[src/hw/rtl/nfa_pkg.sv]
// Shared constants, codes and controller/datapath interface types for the frame allocator.
`timescale 1ns / 1ps
package nfa_pkg;

  localparam int FRAMES   = 64;
  localparam int FRAME_W  = 6;
  localparam int PROCS    = 16;
  localparam int PID_W    = 4;
  localparam int PAGE_W   = 6;
  localparam int PAGE_SH  = 10;
  localparam int VA_W     = 16;
  localparam int MODE_W   = 3;
  localparam int PT_AW    = PID_W + PAGE_W;
  localparam int PT_DEPTH = 1 << PT_AW;
  localparam int IN_W     = 24;
  localparam int OUT_W    = 16;

  localparam logic [MODE_W-1:0] MODE_READ    = 3'd0;
  localparam logic [MODE_W-1:0] MODE_WRITE   = 3'd1;
  localparam logic [MODE_W-1:0] MODE_CLEAR_R = 3'd2;
  localparam logic [MODE_W-1:0] MODE_RELEASE = 3'd3;
  localparam logic [MODE_W-1:0] MODE_CREATE  = 3'd4;

  localparam logic [1:0] ASEL_ITEM   = 2'd0;
  localparam logic [1:0] ASEL_ALL    = 2'd1;
  localparam logic [1:0] ASEL_ROW    = 2'd2;
  localparam logic [1:0] ASEL_VICTIM = 2'd3;

  typedef struct packed {
    logic       load;
    logic [1:0] asel;
    logic       pt_we;
    logic       pt_set;
    logic       cnt_clr;
    logic       cnt_inc;
    logic       claim;
    logic       hit_upd;
    logic       install;
    logic       make_table;
    logic       clear_r;
    logic       rel_entry;
    logic       rel_table;
    logic       res_load;
    logic       res_item;
  } nfa_cmd_t;

  typedef struct packed {
    logic [MODE_W-1:0] mode;
    logic              pt_valid;
    logic              claim_free;
    logic              cnt_row_last;
    logic              cnt_all_last;
    logic              out_busy;
  } nfa_sts_t;

endpackage

[src/hw/rtl/nfa_ctrl.sv]
// Controller state machine that sequences lookups, claims, sweeps and result delivery.
`timescale 1ns / 1ps
module nfa_ctrl (
  input  logic               clk,
  input  logic               rst_n,
  input  logic               in_fire,
  output logic               in_ready,
  input  nfa_pkg::nfa_sts_t  sts,
  output nfa_pkg::nfa_cmd_t  cmd
);

  localparam logic [3:0] S_INIT  = 4'd0;
  localparam logic [3:0] S_IDLE  = 4'd1;
  localparam logic [3:0] S_DISP  = 4'd2;
  localparam logic [3:0] S_EVAL  = 4'd3;
  localparam logic [3:0] S_INST  = 4'd4;
  localparam logic [3:0] S_TBL   = 4'd5;
  localparam logic [3:0] S_TCLR  = 4'd6;
  localparam logic [3:0] S_SWRD  = 4'd7;
  localparam logic [3:0] S_SWWR  = 4'd8;
  localparam logic [3:0] S_RELT  = 4'd9;
  localparam logic [3:0] S_DONE  = 4'd10;

  logic [3:0] state_r, state_nxt;
  logic       is_access;

  assign is_access = (sts.mode == nfa_pkg::MODE_READ) || (sts.mode == nfa_pkg::MODE_WRITE);
  assign in_ready  = (state_r == S_IDLE);

  always_comb begin
    state_nxt = state_r;
    cmd       = '0;
    cmd.asel  = nfa_pkg::ASEL_ITEM;
    unique case (state_r)
      S_INIT: begin
        // Page table is swept to invalid after reset.
        cmd.asel    = nfa_pkg::ASEL_ALL;
        cmd.pt_we   = 1'b1;
        cmd.cnt_inc = 1'b1;
        if (sts.cnt_all_last) state_nxt = S_IDLE;
      end
      S_IDLE: begin
        cmd.load = in_fire;
        if (in_fire) state_nxt = S_DISP;
      end
      S_DISP: begin
        priority if (is_access || sts.mode == nfa_pkg::MODE_CREATE) begin
          state_nxt = S_EVAL;
        end else if (sts.mode == nfa_pkg::MODE_CLEAR_R) begin
          cmd.clear_r = 1'b1;
          state_nxt   = S_DONE;
        end else if (sts.mode == nfa_pkg::MODE_RELEASE) begin
          cmd.cnt_clr = 1'b1;
          state_nxt   = S_SWRD;
        end else begin
          state_nxt = S_DONE;
        end
      end
      S_EVAL: begin
        cmd.claim = 1'b1;
        if (is_access && sts.pt_valid) begin
          cmd.hit_upd = 1'b1;
          state_nxt   = S_DONE;
        end else begin
          cmd.asel  = nfa_pkg::ASEL_VICTIM;
          cmd.pt_we = !sts.claim_free;
          state_nxt = is_access ? S_INST : S_TBL;
        end
      end
      S_INST: begin
        cmd.pt_we   = 1'b1;
        cmd.pt_set  = 1'b1;
        cmd.install = 1'b1;
        state_nxt   = S_DONE;
      end
      S_TBL: begin
        cmd.make_table = 1'b1;
        cmd.cnt_clr    = 1'b1;
        state_nxt      = S_TCLR;
      end
      S_TCLR: begin
        cmd.asel    = nfa_pkg::ASEL_ROW;
        cmd.pt_we   = 1'b1;
        cmd.cnt_inc = 1'b1;
        if (sts.cnt_row_last) state_nxt = S_DONE;
      end
      S_SWRD: begin
        cmd.asel  = nfa_pkg::ASEL_ROW;
        state_nxt = S_SWWR;
      end
      S_SWWR: begin
        cmd.asel      = nfa_pkg::ASEL_ROW;
        cmd.rel_entry = 1'b1;
        cmd.pt_we     = 1'b1;
        cmd.cnt_inc   = 1'b1;
        state_nxt     = sts.cnt_row_last ? S_RELT : S_SWRD;
      end
      S_RELT: begin
        cmd.rel_table = 1'b1;
        state_nxt     = S_DONE;
      end
      S_DONE: begin
        if (!sts.out_busy) begin
          cmd.res_load = 1'b1;
          cmd.res_item = is_access || (sts.mode == nfa_pkg::MODE_CREATE);
          state_nxt    = S_IDLE;
        end
      end
      default: state_nxt = S_IDLE;
    endcase
  end

  always_ff @(posedge clk) begin
    if (!rst_n) state_r <= S_INIT;
    else        state_r <= state_nxt;
  end

endmodule

[config.mk]
export PLATFORM = sky130hd
export DESIGN_NAME = nfa_ctrl
export DESIGN_NICKNAME = d
export VERILOG_FILES = /design/src/hw/rtl/nfa_pkg.sv /design/src/hw/rtl/nfa_ctrl.sv
export SDC_FILE = /design/constraint.sdc
export NUM_CORES = 1
export LEC_CHECK = 0
export ABC_AREA = 0
export ABC_CLOCK_PERIOD_IN_PS = 3810
export BUFFER_PORTS_ARGS = -buffer_cell sky130_fd_sc_hd__buf_2
export CELL_PAD_IN_SITES_DETAIL_PLACEMENT = 1
export CELL_PAD_IN_SITES_GLOBAL_PLACEMENT = 1
export CORE_MARGIN = 3
export CORE_UTILIZATION = 33
export DETAILED_ROUTE_END_ITERATION = 16
export PLACE_DENSITY = 0.9
export SYNTH_ARGS = -nofsm -noshare
export SYNTH_HDL_FRONTEND = slang
export SYNTH_SLANG_ARGS = --single-unit
[constraint.sdc]
create_clock -name clk -period 3.81 [get_ports clk]
set_clock_uncertainty 0.05 [all_clocks]
set_input_delay 0.9525 -clock clk [delete_from_list [all_inputs] [get_ports clk]]
set_output_delay 0.9525 -clock clk [all_outputs]
set_load 0.01 [all_outputs]
**Word-level counts from Yosys, hierarchy flattened**

Index checks and enable logic that the tools add are counted.

- Output and inout port bits: 17
- Bits in registers: 4
- Input bits: 11
- Logic and storage cells: 61

- Reductions and logical operators: 11
- Mux-type cells: 31
- Equal/unequal tests: 18

Operator list:

| cell | count |
|---|---|
| $pmux W4 S10 | 1 |
| $mux W4 | 9 |
| $eq A4 B3 Y1 const B | 4 |
| $mux W1 | 14 |
| $eq A4 B4 Y1 const B | 3 |
| $eq A4 B2 Y1 const B | 2 |
| $ne A2 B2 Y1 const B | 4 |
| $eq A3 B2 Y1 const B | 2 |
| $mux W2 | 3 |
| $pmux W2 S3 | 1 |
| $reduce_or A3 Y1 | 2 |
| $eq A4 B1 Y1 const B | 1 |
| $logic_not A4 Y1 | 1 |
| $pmux W1 S2 | 2 |
| $reduce_and A4 Y1 | 1 |
| $reduce_or A4 Y1 | 1 |
| $eq A3 B1 Y1 const B | 1 |
| $eq A3 B3 Y1 const B | 1 |
| $logic_not A3 Y1 | 1 |
| $mux W3 | 1 |
| $logic_or A1 B1 Y1 | 2 |
| $reduce_or A2 Y1 | 1 |
| $logic_and A1 B1 Y1 | 1 |
| $logic_not A1 Y1 | 1 |

**Longest topological paths before layout**

- Depth after elaboration: 5
- Mapped depth: 6
- Depth with buffers taken out: 4

**Least setup slack after synthesis**

Ideal clock, no wire load.

- Path type: in2out
- Start: in sts[6] (netlist name)
- End: out cmd[13] (netlist name)
- Cell stages on the path: 5
- Setup slack: 1020 ps
- Data required time: 2808 ps
- Path buffers: 1
- Data arrival time: 1788 ps
- Cells stage by stage: or3b_1 > buf_2 > nand3_1 > o21ai_0 > and3_1

RTL lines:

| element | RTL line | source |
|---|---|---|
| start: declaration | nfa_ctrl.sv:8 | `input nfa_pkg::nfa_sts_t sts,` |
| end: declaration | nfa_ctrl.sv:9 | `output nfa_pkg::nfa_cmd_t cmd` |

==> metrics.cfg <==
[cells_and_area]
diodes = 0
fin_area_um2 = 748
nNetsFinal = 122
largest_register_ffs = 4
largest-register = state_r
largestRegisters = state_r x4
syn_to_final_growth_pct = 24.1
drive_above_1_share = 0.321

[route]
vias_per_cell = 5.68
drt_iter0_markers = 9
antenna_left = 0
vias = 756
drc = 0
routed_wirelength_um = 1890
dr.pass1.iters = 4
avgRoutedWirePerCell_um = 14.2

[global_routing]
grt_max_degree = 25
antenna_found_initial = 0
overflow = 0
grt_pass1_wl_um = 3130
grt_pass1_vias = 703
grt_usage = 0.161

[place]
hpwl_um = 1460
dpl_cell_area_um2 = 726
io_buffer_count = 27
gp_congestion = 0.783

[cts]
clock-sinks = 4
hold_buffers = 0
insertion_delay_ns = 0.23
cts_buffers = 3
htreeDepth = 1
post_cts_buffers = 0
clk_path_buf_depth = 2
ctsResizeCount = 0
cts_tree = done
clockRootBuffer = clkbuf_4
clkTransAtPathRegs_ns = 0.04

[die]
die_area_um2 = 2380
ios = 28
coreArea_um2 = 1610
die_w_um = 48.8
core.rowCount = 14
fp.dieH_um = 48.8
initial_core_util = 0.374

[min_path]
hp-class = reg -> reg

[worst_setup_path]
slowest_stage = or3b_1
worstPathCellList = buf_2, or3b_1, nand3_1, o21ai_0, and3_1, buf_2
crit_top_cell = buf_2
setup.worst_path.class = in -> out
path_max_fanout = 6
cp_data_required_time_ns = 2.81
cp-start-kind = input pin
cp.arrival_ns = 2.12
endpoint_kind = output port
max_stage_delay_ns = 0.49

[pwr]
power.leakage_nw = 0.333
ir_worst_vdd_v = 0.000221
powerDensity_nw_per_um2 = 378

[run]
cap_violations = 0

[timing]
setup_tns_ns = 0
fin_crit_ns = 3.12
worst_pin_slew_ns = 0.693
grt_setup_unrepaired = no
drv_slew = 0
slew-limit-headroom = 0.537
finalHoldViolCount = 0
period_share = 0.820
worst_hold_slack_ns = 0.650
finalSetupViolCount = 0
fmax_mhz = 320

[yosys]
ys_warn_count = 0
synth_edf_count = 0
yosysSeqAreaShare = 0.133
yosys.cell_types.count = 37
syn_inst = 86
synth_nets = 97
syn_area_per_cell_um2 = 7.01
ys_seq_elements = 4
synth-main-ff-cell = dfxtp_1
async_flop_share = 0
mappedNetlistArea_um2 = 603

[outcome]
status = finished, final reports clean

==> synthesized netlist by cell type (3+ instances only) <==
| master | number | area, um^2 |
|---|---|---|
| nor3_1 | 7 | 35.0 |
| nor2b_1 | 5 | 31.3 |
| nand2b_1 | 3 | 18.8 |
| dfxtp_1 | 4 | 80.1 |
| o21ai_0 | 5 | 25.0 |
| nor2_1 | 6 | 22.5 |
| buf_4 | 4 | 30.0 |
| a21oi_1 | 5 | 25.0 |
| nand2_1 | 6 | 22.5 |
| buf_2 | 4 | 20.0 |
| inv_1 | 3 | 11.3 |
==> area by class of cell <==
class / instances / area [um^2]
clock buffers: 3 / 22.5
fillers: 230 / 863
inverters: 3 / 11.3
multi-input cells: 71 / 462
flip-flops and latches: 4 / 80.1
well taps: 24 / 30.0
repair buffers: 28 / 143
==> critical path: cells and delay by family <==
kind / cells / cell delay, ns
compound gates: 1 / 0.09
buf+inv: 2 / 0.25
simple gates: 3 / 0.81
==> worst paths after layout <==
path | from | endpoint | slack (ns) | depth (start not counted)
worst max-delay path | sts[6] | cmd[13] | 0.69 | 6
worst min-delay path | state_r[1] | state_r[1] | 0.65 | 3
worst max register to register | state_r[0] | state_r[0] | 1.86 | 4
worst min register to register | state_r[1] | state_r[1] | 0.65 | 3
==> where the power goes <==
group	switching, mW	leakage, nW	internal (mW)
Clock	0.0154	0.0138	0.0351
Combinational	0.0890	0.287	0.0718
Sequential	0.0232	0.0326	0.0481
==> routing by layer <==
metal | vias to the layer above | global-route usage | part of all wire
met5 | - | 0 | 0
met4 | 0 | 0.0427 | 0
met3 | 0 | 0.0337 | 0.064
met2 | 24 | 0.283 | 0.51
met1 | 364 | 0.197 | 0.43
li1 | 368 | - | -
==> cell usage in the layout (no fill, tap or decap), types with 3 or more instances in the layout <==
cell type,netlist,final
clkbuf_4,0,3
nor2_1,6,6
a21oi_1,5,5
nor2b_1,5,5
buf_2,4,27
o21ai_0,5,5
nand2b_1,3,3
nor3_1,7,7
dfxtp_1,4,4
inv_1,3,3
nand2_1,6,6
==> through the flow <==
| step | total power, mW | worst slack, ns | utilization | instances |
|---|---|---|---|---|
| 2_1_floorplan | 0.186 | 1.02 | - | 86 |
| 3_3_place_gp | 0.227 | 0.745 | 0.450 | 130 |
| 3_5_place_dp | 0.233 | 0.691 | 0.450 | 130 |
| 4_1_cts | 0.287 | 0.684 | 0.464 | 133 |
| 5_1_grt | 0.311 | 0.601 | 0.464 | 133 |
| 6_report | 0.283 | 0.688 | 0.464 | 133 |
==> cell families after synthesis <==
| kind of cell | share of synthesized area |
|---|---|
| compound gates | 0.286 |
| buf+inv | 0.102 |
| flops | 0.133 |
| mux | 0.0166 |
| simple gates | 0.463 |
(Power assumes the default switching activity.)
